<file path="src/rtl/acpp_pkg.sv">
// Package for the ASCII coordinate packet parser.
// Holds the parser phase codes, character constants and per-byte helper functions.
// No dependencies.
package acpp_pkg;

    typedef logic [3:0] phase_t;

    // Parser phase codes
    localparam phase_t PH_HEADER = 4'd0;
    localparam phase_t PH_COMMA1 = 4'd1;
    localparam phase_t PH_X_PRE  = 4'd2;
    localparam phase_t PH_X_SIGN = 4'd3;
    localparam phase_t PH_X_DIG  = 4'd4;
    localparam phase_t PH_Y_PRE  = 4'd5;
    localparam phase_t PH_Y_SIGN = 4'd6;
    localparam phase_t PH_Y_DIG  = 4'd7;
    localparam phase_t PH_DONE   = 4'd8;
    localparam phase_t PH_FAIL   = 4'd9;

    // Character codes
    localparam logic [7:0] CHAR_NUL   = 8'h00;
    localparam logic [7:0] CHAR_LF    = 8'h0A;
    localparam logic [7:0] CHAR_SPACE = 8'h20;
    localparam logic [7:0] CHAR_PLUS  = 8'h2B;
    localparam logic [7:0] CHAR_COMMA = 8'h2C;
    localparam logic [7:0] CHAR_MINUS = 8'h2D;
    localparam logic [7:0] CHAR_ZERO  = 8'h30;
    localparam logic [7:0] CHAR_NINE  = 8'h39;
    localparam logic [7:0] CHAR_HT    = 8'h09;
    localparam logic [7:0] CHAR_CR    = 8'h0D;
    localparam logic [7:0] CHAR_S     = 8'h53;

    // scanf-style whitespace: space, HT, LF, VT, FF, CR
    function automatic logic is_space(input logic [7:0] c);
        return (c == CHAR_SPACE) || ((c >= CHAR_HT) && (c <= CHAR_CR));
    endfunction

    function automatic logic is_digit(input logic [7:0] c);
        return (c >= CHAR_ZERO) && (c <= CHAR_NINE);
    endfunction

    // v*10 +/- digit, wrapping at 16 bits; c must be a decimal digit
    function automatic logic [15:0] accumulate(input logic [15:0] v,
                                               input logic [7:0]  c,
                                               input logic        neg);
        logic [15:0] times_ten;
        logic [15:0] digit;
        times_ten = {v[12:0], 3'b000} + {v[14:0], 1'b0};
        digit     = {12'h000, c[3:0]};
        return neg ? (times_ten - digit) : (times_ten + digit);
    endfunction

endpackage

</file>
<file path="src/rtl/ascii_coordinate_packet_parser.sv">
// A line feed that ends a good packet passes through the input register and then the result register.
// Throughput: one byte per cycle while not stalled; the input register feeds the parser update and result register.
// The input side stalls only while a result is waiting and the next byte would produce another.
// Reset (rst_n low, asynchronous) clears the parser to expect a header byte and empties
// both the input and result registers.
// Depends on acpp_pkg.
module ascii_coordinate_packet_parser #(
    parameter int PACKET_BYTES = 128
) (
    input  logic               clk,
    input  logic               rst_n,
    input  logic               in_valid,
    output logic               in_ready,
    input  logic [7:0]         rx_byte,
    output logic               out_valid,
    input  logic               out_ready,
    output logic signed [15:0] coord_x,
    output logic signed [15:0] coord_y
);
    import acpp_pkg::*;

    localparam int CNT_W = $clog2(PACKET_BYTES);
    localparam logic [CNT_W-1:0] COUNT_LIMIT = CNT_W'(PACKET_BYTES - 1);

    // Input stage
    logic       stage_valid_reg;
    logic [7:0] byte_reg;

    // Parser state
    phase_t           phase_reg, phase_next;
    logic [CNT_W-1:0] count_reg, count_next;
    logic [15:0]      x_reg, x_next;
    logic [15:0]      y_reg, y_next;
    logic             minus_reg, minus_next;

    // Result register
    logic               out_valid_reg;
    logic signed [15:0] x_out_reg;
    logic signed [15:0] y_out_reg;

    // Parser view after a possible 'S' restart
    phase_t           base_phase;
    logic [CNT_W-1:0] base_count;
    logic [15:0]      base_x;
    logic [15:0]      base_y;
    logic             base_minus;
    logic             digit_go;
    logic             x_side;

    logic emit_hit;
    logic out_free;
    logic stage_adv;

    // Per-byte parser update
    always_comb
    begin
        if (byte_reg == CHAR_S)
        begin
            base_phase = PH_HEADER;
            base_count = '0;
            base_x     = '0;
            base_y     = '0;
            base_minus = 1'b0;
        end
        else
        begin
            base_phase = phase_reg;
            base_count = count_reg;
            base_x     = x_reg;
            base_y     = y_reg;
            base_minus = minus_reg;
        end

        phase_next = base_phase;
        count_next = base_count;
        x_next     = base_x;
        y_next     = base_y;
        minus_next = base_minus;
        digit_go   = 1'b0;
        x_side     = (base_phase == PH_X_PRE) || (base_phase == PH_X_SIGN);

        // bytes past the packet length limit are not parsed
        if (base_count < COUNT_LIMIT)
        begin
            count_next = base_count + 1'b1;
            if (byte_reg == CHAR_NUL)
            begin
                // NUL ends the text: good only once y digits were seen
                phase_next = ((base_phase == PH_Y_DIG) || (base_phase == PH_DONE))
                             ? PH_DONE : PH_FAIL;
            end
            else
            begin
                unique case (base_phase)
                    PH_HEADER:
                    begin
                        phase_next = (byte_reg == CHAR_S) ? PH_COMMA1 : PH_FAIL;
                    end
                    PH_COMMA1:
                    begin
                        phase_next = (byte_reg == CHAR_COMMA) ? PH_X_PRE : PH_FAIL;
                    end
                    PH_X_PRE, PH_Y_PRE:
                    begin
                        if (is_space(byte_reg))
                        begin
                            phase_next = base_phase;
                        end
                        else if ((byte_reg == CHAR_PLUS) || (byte_reg == CHAR_MINUS))
                        begin
                            minus_next = (byte_reg == CHAR_MINUS);
                            phase_next = x_side ? PH_X_SIGN : PH_Y_SIGN;
                        end
                        else
                        begin
                            minus_next = 1'b0;
                            digit_go   = 1'b1;
                        end
                    end
                    PH_X_SIGN, PH_Y_SIGN:
                    begin
                        digit_go = 1'b1;
                    end
                    PH_X_DIG:
                    begin
                        if (is_digit(byte_reg))
                        begin
                            x_next = accumulate(base_x, byte_reg, base_minus);
                        end
                        else if (byte_reg == CHAR_COMMA)
                        begin
                            phase_next = PH_Y_PRE;
                        end
                        else
                        begin
                            phase_next = PH_FAIL;
                        end
                    end
                    PH_Y_DIG:
                    begin
                        if (is_digit(byte_reg))
                        begin
                            y_next = accumulate(base_y, byte_reg, base_minus);
                        end
                        else
                        begin
                            phase_next = PH_DONE;
                        end
                    end
                    default:
                    begin
                        phase_next = base_phase;
                    end
                endcase

                // first digit of an integer (mandatory after optional sign)
                if (digit_go)
                begin
                    if (!is_digit(byte_reg))
                    begin
                        phase_next = PH_FAIL;
                    end
                    else if (x_side)
                    begin
                        x_next     = accumulate(16'h0000, byte_reg, minus_next);
                        phase_next = PH_X_DIG;
                    end
                    else
                    begin
                        y_next     = accumulate(16'h0000, byte_reg, minus_next);
                        phase_next = PH_Y_DIG;
                    end
                end
            end
        end
    end

    // Handshake: the stage holds only when it has a result and the output is full
    assign emit_hit  = (byte_reg == CHAR_LF) &&
                       ((phase_next == PH_Y_DIG) || (phase_next == PH_DONE));
    assign out_free  = !out_valid_reg || out_ready;
    assign stage_adv = stage_valid_reg && (!emit_hit || out_free);
    assign in_ready  = !stage_valid_reg || stage_adv;

    // Input register
    always_ff @(posedge clk or negedge rst_n)
    begin
        if (!rst_n)
        begin
            stage_valid_reg <= 1'b0;
        end
        else if (in_ready)
        begin
            stage_valid_reg <= in_valid;
        end
    end

    always_ff @(posedge clk)
    begin
        if (in_valid && in_ready)
        begin
            byte_reg <= rx_byte;
        end
    end

    // Parser state; a line feed restarts the packet
    always_ff @(posedge clk or negedge rst_n)
    begin
        if (!rst_n)
        begin
            phase_reg <= PH_HEADER;
            count_reg <= '0;
            x_reg     <= '0;
            y_reg     <= '0;
            minus_reg <= 1'b0;
        end
        else if (stage_adv)
        begin
            if (byte_reg == CHAR_LF)
            begin
                phase_reg <= PH_HEADER;
                count_reg <= '0;
                x_reg     <= '0;
                y_reg     <= '0;
                minus_reg <= 1'b0;
            end
            else
            begin
                phase_reg <= phase_next;
                count_reg <= count_next;
                x_reg     <= x_next;
                y_reg     <= y_next;
                minus_reg <= minus_next;
            end
        end
    end

    // Result register
    always_ff @(posedge clk or negedge rst_n)
    begin
        if (!rst_n)
        begin
            out_valid_reg <= 1'b0;
        end
        else if (out_free)
        begin
            out_valid_reg <= stage_adv && emit_hit;
        end
    end

    always_ff @(posedge clk)
    begin
        if (stage_adv && emit_hit)
        begin
            x_out_reg <= $signed(x_next);
            y_out_reg <= $signed(y_next);
        end
    end

    assign out_valid = out_valid_reg;
    assign coord_x   = x_out_reg;
    assign coord_y   = y_out_reg;

endmodule

</file>
<file path="config.mk">
export PLATFORM = sky130hd
export DESIGN_NAME = ascii_coordinate_packet_parser
export DESIGN_NICKNAME = d
export VERILOG_FILES = /design/src/rtl/acpp_pkg.sv /design/src/rtl/ascii_coordinate_packet_parser.sv
export SDC_FILE = /design/constraint.sdc
export NUM_CORES = 1
export LEC_CHECK = 0
export ABC_CLOCK_PERIOD_IN_PS = 5560
export BUFFER_PORTS_ARGS = -buffer_cell sky130_fd_sc_hd__buf_4
export CORE_MARGIN = 5
export CORE_UTILIZATION = 30
export CTS_CLUSTER_SIZE = 16
export DETAILED_ROUTE_END_ITERATION = 8
export SYNTH_ARGS = -nofsm -noshare
export SYNTH_HDL_FRONTEND = slang
export SYNTH_SLANG_ARGS = --single-unit
</file>
<file path="constraint.sdc">
create_clock -name clk -period 5.56 [get_ports clk]
set_clock_uncertainty 0.15 [all_clocks]
set_input_delay 0.834 -clock clk [delete_from_list [all_inputs] [get_ports clk]]
set_output_delay 0.834 -clock clk [all_outputs]
set_load 0.02 [all_outputs]
</file>
==> results of run 1 <==
==> layout make-up <==
| cell class | instances | area (um2) |
|---|---|---|
| clock buffer | 15 | 258 |
| clock inverter | 1 | 5.00 |
| fill | 2679 | 16600 |
| inverter | 22 | 86.3 |
| multi-input combinational | 759 | 4950 |
| sequential | 86 | 2350 |
| tap | 330 | 413 |
| timing repair buffer | 64 | 493 |
==> worst max path at each step <==
stage,startpoint,to,slack [ps],cells past startpoint
3_5_place_dp,byte_reg[5],coord_y[15],300,15
4_1_cts,byte_reg[1],in_ready,130,14
2_1_floorplan,byte_reg[3],coord_y[15],540,19
5_1_grt,byte_reg[1],coord_y[15],-6,16
6_report,byte_reg[1],coord_x[14],230,15
3_3_place_gp,byte_reg[1],coord_y[15],520,16
==> Yosys cell counts (10+ instances only) <==
cell,n,share of area (%)
nor2_1,70,3.4
ha_1,29,4.8
xnor2_1,41,4.7
nand3_1,38,2.5
nor3_1,26,1.7
dfrtp_1,46,15
nand2_1,113,5.6
inv_1,22,1.1
clkbuf_1,37,1.8
nand4_1,12,0.98
a22oi_1,11,1.1
nor2b_1,13,1.1
and2_1,25,2.0
buf_2,14,0.92
xor2_1,19,2.2
a21oi_1,60,3.9
a22o_1,18,2.1
mux2i_1,10,1.3
o31ai_1,15,1.5
edfxtp_1,40,16
o21ai_0,57,3.7
a31oi_1,14,1.1
==> worst max-delay path, delay by kind of cell, from the launching register on <==
kind | cells | cell delay [ps]
and+or+nand+nor | 7 | 2090
xor gates and xnor gates | 1 | 180
adders and majority gates | 2 | 630
DFF | 1 | 560
AOI/OAI and AO/OA | 5 | 1460
==> cell usage in the layout, fill, tap and decap left out, drive strengths merged, types with 11 or more instances in the layout <==
cell type	netlist	routed
nand2	113	113
nor2	71	71
buf	24	64
o21ai	62	62
a21oi	61	61
dfrtp	46	46
xnor2	41	41
edfxtp	40	40
nand3	38	38
ha	29	29
and2	26	26
nor3	26	26
inv	22	21
xor2	19	19
a22o	18	18
o31ai	15	15
clkbuf	37	15
a31oi	14	14
nor2b	13	13
nand4	12	12
a22oi	11	11
==> per-layer routing <==
| layer | global-route usage, % | wire length [um] | vias to the layer above |
|---|---|---|---|
| li1 | - | - | 3478 |
| met1 | 23.7 | 11200 | 3407 |
| met2 | 25.1 | 10500 | 208 |
| met3 | 2.28 | 1270 | 18 |
| met4 | 3.43 | 212 | 0 |
| met5 | 0 | 0 | - |
==> report_power, final <==
part	internal [mW]	switching [mW]	leakage [nW]
logic	0.510	0.703	2.23
clock network	0.316	0.252	0.128
registers	0.756	0.206	0.957
==> per-stage QoR <==
step	cell area (um2)	power [mW]	std cells
final	8560	2.74	1277
after floorplan	7640	1.88	928
after detailed placement	8270	2.16	1261
after global placement	8270	2.15	1261
after global routing	8560	2.94	1277
after CTS	8540	2.73	1277
==> repair_timing <==
item / CTS / global route
setup endpoints to repair: 0 / 13
buffers inserted: 0 / 0
gates resized for setup: 0 / 5
endpoints found under the hold margin: 0 / 0
==> kinds of logic (layout without fill, tap and decap cells) <==
| group | after synthesis | after routing |
|---|---|---|
| buffers and inverters | 83 | 102 |
| multiplexers | 14 | 14 |
| AND/OR/NAND/NOR | 362 | 362 |
| AO/OA/AOI/OAI | 287 | 287 |
| adder cells (fa/ha/maj) | 36 | 36 |
| XOR/XNOR | 60 | 60 |
| flip-flops | 86 | 86 |
==> results.json, run 1 <==
{
  "drt-total-wl_mm": 23.2,
  "worstSetupStartpointType": "flop",
  "setup_viol_count_final": 0,
  "cellPowerDensity_mw_per_mm2": 321,
  "post_synthesis_share_of_cell_area_spent_on_full_adders_half_adders_and_majority_gates_pct": 6.19,
  "period_share_pct": 95.9,
  "clk_pin_slew_worst_setup_hold_paths_ps": 60,
  "cts-root-buf": "clkbuf_16",
  "launch_instance_of_the_worst_register_to_register_path": "byte_reg[1]",
  "route.detailed.vias_per_inst": 5.57,
  "yosysWarnings": 0,
  "drt_first_iter_violations": 618,
  "layout-drive-gt1-share_pct": 11.5,
  "worst_slack_ps": 230,
  "h-tree-depth": 3,
  "r2r_end": "coord_x[14]",
  "ys_async_sr_fraction_pct": 53.5,
  "design.die.area_mm2": 0.0287,
  "worst_path_largest_cell_delay_ps": 650,
  "slew-limit-headroom_pct": 26.8,
  "antenna_violations_before_repair": 0,
  "hpwlAfterDp_mm": 17.1,
  "leakagePower_nw": 3.32,
  "wp_data_arrival_ps": 5270,
  "count_of_maximum_capacitance_violations": 0,
  "worstSetupEndpointType": "flop",
  "post_synth_inst_count": 928,
  "post-route-util_pct": 34.1,
  "finalHoldViolCount": 0,
  "globalRouteOverflowTotal": 0,
  "crit_path_cell_trace": "ha_1 > and4b_1 > nand2_2 > and2_1 > ha_1 > and3_1 > a311oi_1 > o21ai_0 > o31ai_1 > nand2_1 > or3b_2 > nand3b_1 > o31ai_1 > xnor2_1 > o21ai_0",
  "crit_fanout": 20,
  "placeableCoreArea_mm2": 0.0251,
  "slew_worst_pin_ps": 1070,
  "ff2ff_setup_slack_ps": 230,
  "first_global_vias": 6766,
  "drt-pass1-iter-count": 6,
  "clkSinkCount": 86,
  "cp_data_required_time_ps": 5500,
  "portBuffers": 45,
  "max_freq_mhz": 188,
  "route.antenna.remaining_nets": 0,
  "synth.ff_latch_count": 86,
  "ys_seq_area_share_pct": 30.8,
  "pre_cts_ws_ps": 304,
  "yosys-mux-area-fraction_pct": 1.90,
  "synthXorXnorAreaFrac_pct": 6.88,
  "worst_ir_drop_vdd_mv": 0.155,
  "grt_start_max_net_pins": 47,
  "total_number_of_nets_in_the_final_design": 987,
  "worst_hold_startpoint": "x_reg[0]",
  "synthSimpleGateAreaFrac_pct": 23.8,
  "gr-usage-all-layers_pct": 16.1,
  "finalWorstPathRequiredPeriod_ps": 5330,
  "ctsLongestPathBuffers": 2,
  "rr_worst_depth": 15,
  "critical_path_class": "flop to flop",
  "whs_endpoint": "x_reg[0]",
  "crit_path_max_delay_cell_type": "o31ai_1",
  "post_synthesis_compound_gate_area_fraction_pct": 25.7,
  "hold_class": "flop to flop",
  "hold-path-cell-count": 2,
  "synth_top_flop_cell": "dfrtp_1",
  "worst_hold_slack_ps": 318,
  "synth_top_family_by_area": "compound AO/OA/AOI/OAI gates",
  "drc_errors": 0,
  "fp-row-count": 58,
  "wl_per_cell_um": 18.1,
  "initial_utilization_pct": 30.4,
  "grt_pass1_wl_mm": 37.4,
  "areaGrowthSynthToFinish_pct": 12.0,
  "syn-num-nets": 973,
  "pin_count": 46,
  "tns_ps": 0,
  "slew_viol_final": 0,
  "gp_routability_congestion": 0.896,
  "number_of_library_cell_types_mapped_by_synthesis": 84,
  "worstSkewPairLatency_ps": 350,
  "synth_edf_count": 40,
  "post_synth.cell_area_avg_um2": 8.23,
  "dieWidth_um": 170,
  "outcome": "completed",
  "die_height_um": 170,
  "netlist_area_mm2": 0.00764,
  "tritoncts": "built",
  "antenna_cells": 0,
  "cts_buffers": 9,
  "post_cts_hold_buffer_count": 0,
  "via_count_of_the_routed_design": 7111
}
(Power assumes the default switching activity.)
==> run 2, diff against run 1 <==
--- a/config.mk
+++ b/config.mk
@@ -5,7 +5,7 @@
 export SDC_FILE = /design/constraint.sdc
 export NUM_CORES = 1
 export LEC_CHECK = 0
-export ABC_CLOCK_PERIOD_IN_PS = 5560
+export ABC_CLOCK_PERIOD_IN_PS = 5100
 export BUFFER_PORTS_ARGS = -buffer_cell sky130_fd_sc_hd__buf_4
 export CORE_MARGIN = 5
 export CORE_UTILIZATION = 30
==> constraint.sdc (replaced) <==
create_clock -name clk -period 5.1 [get_ports clk]
set_clock_uncertainty 0.15 [all_clocks]
set_input_delay 0.765 -clock clk [delete_from_list [all_inputs] [get_ports clk]]
set_output_delay 0.765 -clock clk [all_outputs]
set_load 0.02 [all_outputs]
==> run 2 against run 1 <==
Global-route usage decreased by 0.18 points. Non-clock buffer count increased by 16. Power increased by 11%. Critical endpoint is now in_ready. Largest power group unchanged. Die area unchanged. Sequential power increased by 6%.
==> results.json, run 2 (synthesis gave the netlist of run 1 again) <==
{
  "placed_area_mm2": 0.00838,
  "route.detailed.vias_per_inst": 5.64,
  "areaGrowthSynthToFinish_pct": 14.9,
  "worst_slack_ps": 259,
  "crit_fanout": 24,
  "crit_path_max_delay_cell_type": "edfxtp_1",
  "grt_start_max_net_pins": 53,
  "first_global_vias": 6734,
  "tritoncts": "built",
  "clk_pin_slew_worst_setup_hold_paths_ps": 70,
  "outcome": "completed",
  "ctsLongestPathBuffers": 2,
  "layout.cells.most_common": "nand2_1",
  "gr-usage-all-layers_pct": 15.9,
  "wl_per_cell_um": 17.8,
  "antenna_cells": 0,
  "count_of_maximum_capacitance_violations": 0,
  "setup_viol_count_final": 0,
  "max_freq_mhz": 207,
  "drt-total-wl_mm": 23.0,
  "via_count_of_the_routed_design": 7293,
  "hpwlAfterDp_mm": 16.9,
  "initial_utilization_pct": 30.4,
  "design.die.area_mm2": 0.0287,
  "grt_pass1_wl_mm": 37.1,
  "cts-root-buf": "clkbuf_16",
  "slew-limit-headroom_pct": 34.7,
  "worst_ir_drop_vdd_mv": 0.175,
  "worstSetupStartpointType": "flop",
  "crit_path_cell_trace": "ha_1 > and4b_2 > nand2_4 > buf_6 > nand3_1 > o221ai_1 > o22a_1 > o211ai_1 > or3_1 > a21oi_1 > nand2_1 > nor2_1 > inv_1 > buf_4",
  "worstSkewPairLatency_ps": 360,
  "die_height_um": 170,
  "leakagePower_nw": 3.43,
  "grt_setup_unrepaired": "false",
  "antenna_violations_before_repair": 0,
  "layout.cells.most_common_list": "nand2_1, buf_4, nor2_1",
  "worst_path_largest_cell_delay_ps": 470,
  "post_layout_inst_area_mm2": 0.00877,
  "worst_hold_slack_ps": 290,
  "hold_class": "input port to async pin",
  "drt_first_iter_violations": 656,
  "total_number_of_nets_in_the_final_design": 1003,
  "portBuffers": 45,
  "drc_errors": 0,
  "critical_path_class": "flop to primary output",
  "finalWorstPathRequiredPeriod_ps": 4840,
  "gp_routability_congestion": 0.941,
  "clkSinkCount": 86,
  "finalHoldViolCount": 0,
  "worstSetupEndpointType": "primary output",
  "route.antenna.remaining_nets": 0,
  "slew_worst_pin_ps": 955,
  "slew_viol_final": 0,
  "period_share_pct": 94.9,
  "fillerInstances": 2669,
  "globalRouteOverflowTotal": 0,
  "layout-drive-gt1-share_pct": 14.4,
  "cp_data_required_time_ps": 4180,
  "cellPowerDensity_mw_per_mm2": 348,
  "post_cts_hold_buffer_count": 0,
  "fp-row-count": 58,
  "pre_cts_ws_ps": 205,
  "placeableCoreArea_mm2": 0.0251,
  "wp_data_arrival_ps": 3930,
  "cts_buffers": 9,
  "tns_ps": 0,
  "drt-pass1-iter-count": 5,
  "dp_cells": 1274,
  "layout.cells.non_filler": 1293,
  "dieWidth_um": 170,
  "pin_count": 46,
  "h-tree-depth": 3
}
-- run 2: cell count changes in the layout (fill, tap and decap cells not counted), sizes merged --
| cell | before | now |
|---|---|---|
| buf | 64 | 80 |
| clkbuf | 15 | 9 |
| inv | 21 | 25 |
| clkinvlp | 1 | 3 |
-- run 2: critical path, delay by kind of cell (launching register included) --
kind	cells	cell delay, ps
and+or+nand+nor	6	1490
AOI/OAI and AO/OA	4	880
DFF	1	470
buffers and inverters	3	460
adders and majority gates	1	260
-- run 2: final cells by class --
type / instances / area (um2) / area share (%)
well taps: 330 / 413 / 4.71
clock inverters: 7 / 55.1 / 0.627
inverters: 22 / 85.1 / 0.970
clock buffers: 9 / 225 / 2.57
multi-input cells: 759 / 5010 / 57.2
flip-flops and latches: 86 / 2350 / 26.8
repair buffers: 80 / 629 / 7.17
-- run 2: report_power, final --
part / switching, mW / leakage (nW) / internal, mW / total, mW
Sequential: 0.194 / 0.957 / 0.824 / 1.02
Combinational: 0.809 / 2.35 / 0.592 / 1.40
Clock: 0.304 / 0.129 / 0.335 / 0.639
-- run 2: repair_timing --
action | 4_1_cts | 5_1_grt
setup buffers | 0 | 3
gates cloned | 0 | 0
endpoints found under the setup margin | 1 | 18
gates resized for setup | 2 | 16
pin swaps | 0 | 1
-- run 2: worst paths after layout --
check	startpoint	endpoint	slack (ps)	cells past startpoint
setup / recovery	byte_reg[1]	in_ready	260	14
hold / removal	rst_n	out_valid	290	1
setup reg to reg	byte_reg[5]	coord_y[15]	270	15
hold reg to reg	y_reg[0]	y_reg[0]	310	2
max in group asynchronous	rst_n	x_reg[7]	4050	1
min in group clk	y_reg[0]	y_reg[0]	310	2
-- run 2: metrics by stage --
stage	power (mW)	util (%)
finish	3.06	34.9
global route	3.27	34.9
CTS	3.02	34.5
detailed placement	2.37	33.4
global placement	2.36	33.4
floorplan	2.05	-
-- run 2: per-layer routing --
metal / vias up / track usage [%] / part of all wire (%)
met2: 245 / 24.6 / 44
li1: 3512 / - / -
met3: 30 / 2.40 / 5.3
met4: 0 / 4.55 / 1.9
met1: 3506 / 23.0 / 48
met5: - / 0 / 0
==> run 3, diff against run 2 <==
--- a/config.mk
+++ b/config.mk
@@ -11,6 +11,8 @@
 export CORE_UTILIZATION = 30
 export CTS_CLUSTER_SIZE = 16
 export DETAILED_ROUTE_END_ITERATION = 8
+export RECOVER_POWER = 25
 export SYNTH_ARGS = -nofsm -noshare
 export SYNTH_HDL_FRONTEND = slang
 export SYNTH_SLANG_ARGS = --single-unit
+export TNS_END_PERCENT = 1
==> run 3 against run 2 <==
The run now ends with max-capacitance violations, max-slew violations left. Die area is the same. Via count shrank 0.75%. Critical endpoint is now coord_y[15]. Sequential power is essentially flat. Flip-flop and latch count is the same. Utilization is essentially flat. Largest cell class unchanged. Worst setup slack lost 38 ps. Non-clock buffer count shrank 1. Power shrank 0.10%. Sequential share of layout area is essentially flat. Clock power is essentially flat.
==> results.json, run 3 (synthesis gave the netlist of run 1 again) <==
{
  "crit_path_cell_trace": "ha_1 > and4b_2 > nand2_4 > and2_1 > ha_1 > a31o_2 > a31oi_1 > or4_4 > and2_4 > o311a_1 > or4b_4 > nor4_2 > a31oi_1 > xnor2_1 > o21ai_1 > nand2_1",
  "wp_data_arrival_ps": 4850,
  "globalRouteOverflowTotal": 0,
  "cellPowerDensity_mw_per_mm2": 348,
  "launch_instance_of_the_worst_register_to_register_path": "byte_reg[1]",
  "areaGrowthSynthToFinish_pct": 14.8,
  "hpwlAfterDp_mm": 16.9,
  "count_of_maximum_capacitance_violations": 1,
  "cts-root-buf": "clkbuf_16",
  "fp-row-count": 58,
  "cts_buffers": 9,
  "layout.cells.most_common_list": "nand2_1, nor2_1, buf_4",
  "startpoint": "byte_reg[1]",
  "die_height_um": 170,
  "tns_ps": 0,
  "ff2ff_setup_slack_ps": 220,
  "worst_slack_ps": 222,
  "leakagePower_nw": 3.42,
  "worstSetupStartpointType": "flop",
  "violations_in_the_final_reports": "max-capacitance violations, max-slew violations",
  "antenna_violations_before_repair": 0,
  "dieWidth_um": 170,
  "worst_ir_drop_vdd_mv": 0.175,
  "post-route-util_pct": 34.9,
  "crit_fanout": 14,
  "initial_utilization_pct": 30.4,
  "hold_class": "flop to flop",
  "layout.area.seq_mm2": 0.00235,
  "grt_pass1_wl_mm": 37.1,
  "globalRouteMet3Util_pct": 2.40,
  "route.detailed.vias_per_inst": 5.60,
  "first_global_vias": 6734,
  "total_number_of_nets_in_the_final_design": 1002,
  "worstSetupEndpointType": "flop",
  "post_cts_hold_buffer_count": 0,
  "finalWorstPathRequiredPeriod_ps": 4880,
  "slew_worst_pin_ps": 2840,
  "critical_path_class": "flop to flop",
  "tritoncts": "built",
  "drt-total-wl_mm": 23.0,
  "worstSkewPairLatency_ps": 360,
  "top_usage_layer": "met2",
  "multi_input_area_mm2": 0.00502,
  "pin_count": 46,
  "gr-usage-all-layers_pct": 15.9,
  "worst_hold_startpoint": "y_reg[0]",
  "grt_use_met2_pct": 24.6,
  "finalHoldViolCount": 0,
  "wl_per_cell_um": 17.8,
  "h-tree-depth": 3,
  "use_met1_pct": 23.0,
  "portBuffers": 45,
  "grt_start_max_net_pins": 53,
  "drc_errors": 0,
  "setup_viol_count_final": 0,
  "layout-drive-gt1-share_pct": 14.3,
  "design.die.area_mm2": 0.0287,
  "gp_routability_congestion": 0.941,
  "slew-limit-headroom_pct": -89.4,
  "dp_cells": 1274,
  "clkSinkCount": 86,
  "max_freq_mhz": 205,
  "crit_path_max_delay_cell_type": "or4b_4",
  "layout.cells.most_common": "nand2_1",
  "pre_cts_ws_ps": 205,
  "period_share_pct": 95.7,
  "drt-pass1-iter-count": 6,
  "ctsLongestPathBuffers": 2,
  "antenna_cells": 0,
  "worst_path_largest_cell_delay_ps": 560,
  "slew_viol_final": 47,
  "via_count_of_the_routed_design": 7238,
  "grt_setup_unrepaired": "false",
  "fillerInstances": 2670,
  "drt_first_iter_violations": 608,
  "route.antenna.remaining_nets": 0,
  "outcome": "finished, violations left",
  "cp_data_required_time_ps": 5070,
  "placeableCoreArea_mm2": 0.0251,
  "clk_pin_slew_worst_setup_hold_paths_ps": 70,
  "layout.cells.non_filler": 1292
}
## run 3: through the flow
step | area [um2] | hold slack [ps] | power, mW
floorplan | 7640 | 280 | 2.05
global placement | 8380 | 310 | 2.36
detailed placement | 8380 | 299 | 2.37
CTS | 8670 | 314 | 3.02
global route | 8770 | 352 | 3.27
finish | 8770 | 309 | 3.05
## run 3: final timing paths
check	to	cells past startpoint
max in group asynchronous	x_reg[6]	1
worst max-delay path	coord_y[15]	16
worst min-delay path	y_reg[0]	2
worst max register to register	coord_y[15]	16
min in group asynchronous	out_valid	1
worst min register to register	y_reg[0]	2
## run 3: area by class of cell
cell class | count | share of cell area [%]
multi-input cells | 759 | 57.2
repair buffers | 79 | 7.05
well taps | 330 | 4.71
flip-flops and latches | 86 | 26.8
clock inverters | 7 | 0.628
clock buffers | 9 | 2.57
inverters | 22 | 0.970
## run 3: critical path, delay by kind of cell (launching register included)
family | cells | cell delay, ps
AO/OA/AOI/OAI | 5 | 860
XOR/XNOR | 1 | 170
adder cells (fa/ha/maj) | 2 | 590
flip-flops | 1 | 510
AND/OR/NAND/NOR | 8 | 2330
## run 3: report_power, final
group | total [mW] | internal [mW] | switching, mW
logic | 1.40 | 0.591 | 0.810
registers | 1.02 | 0.824 | 0.192
clock network | 0.637 | 0.335 | 0.302
## run 3: repair_timing
action                     in CTS  in global routing
setup buffers                   0                  2
gates cloned                    0                  0
gates resized for setup         2                 17
setup endpoints to repair       1                 18
pin swaps                       0                  1
## run 3: per-layer routing
| metal | vias up | part of all wire, % |
|---|---|---|
| met2 | 213 | 44 |
| li1 | 3514 | - |
| met3 | 33 | 4.9 |
| met1 | 3478 | 49 |
| met4 | 0 | 2.0 |
| met5 | - | 0 |
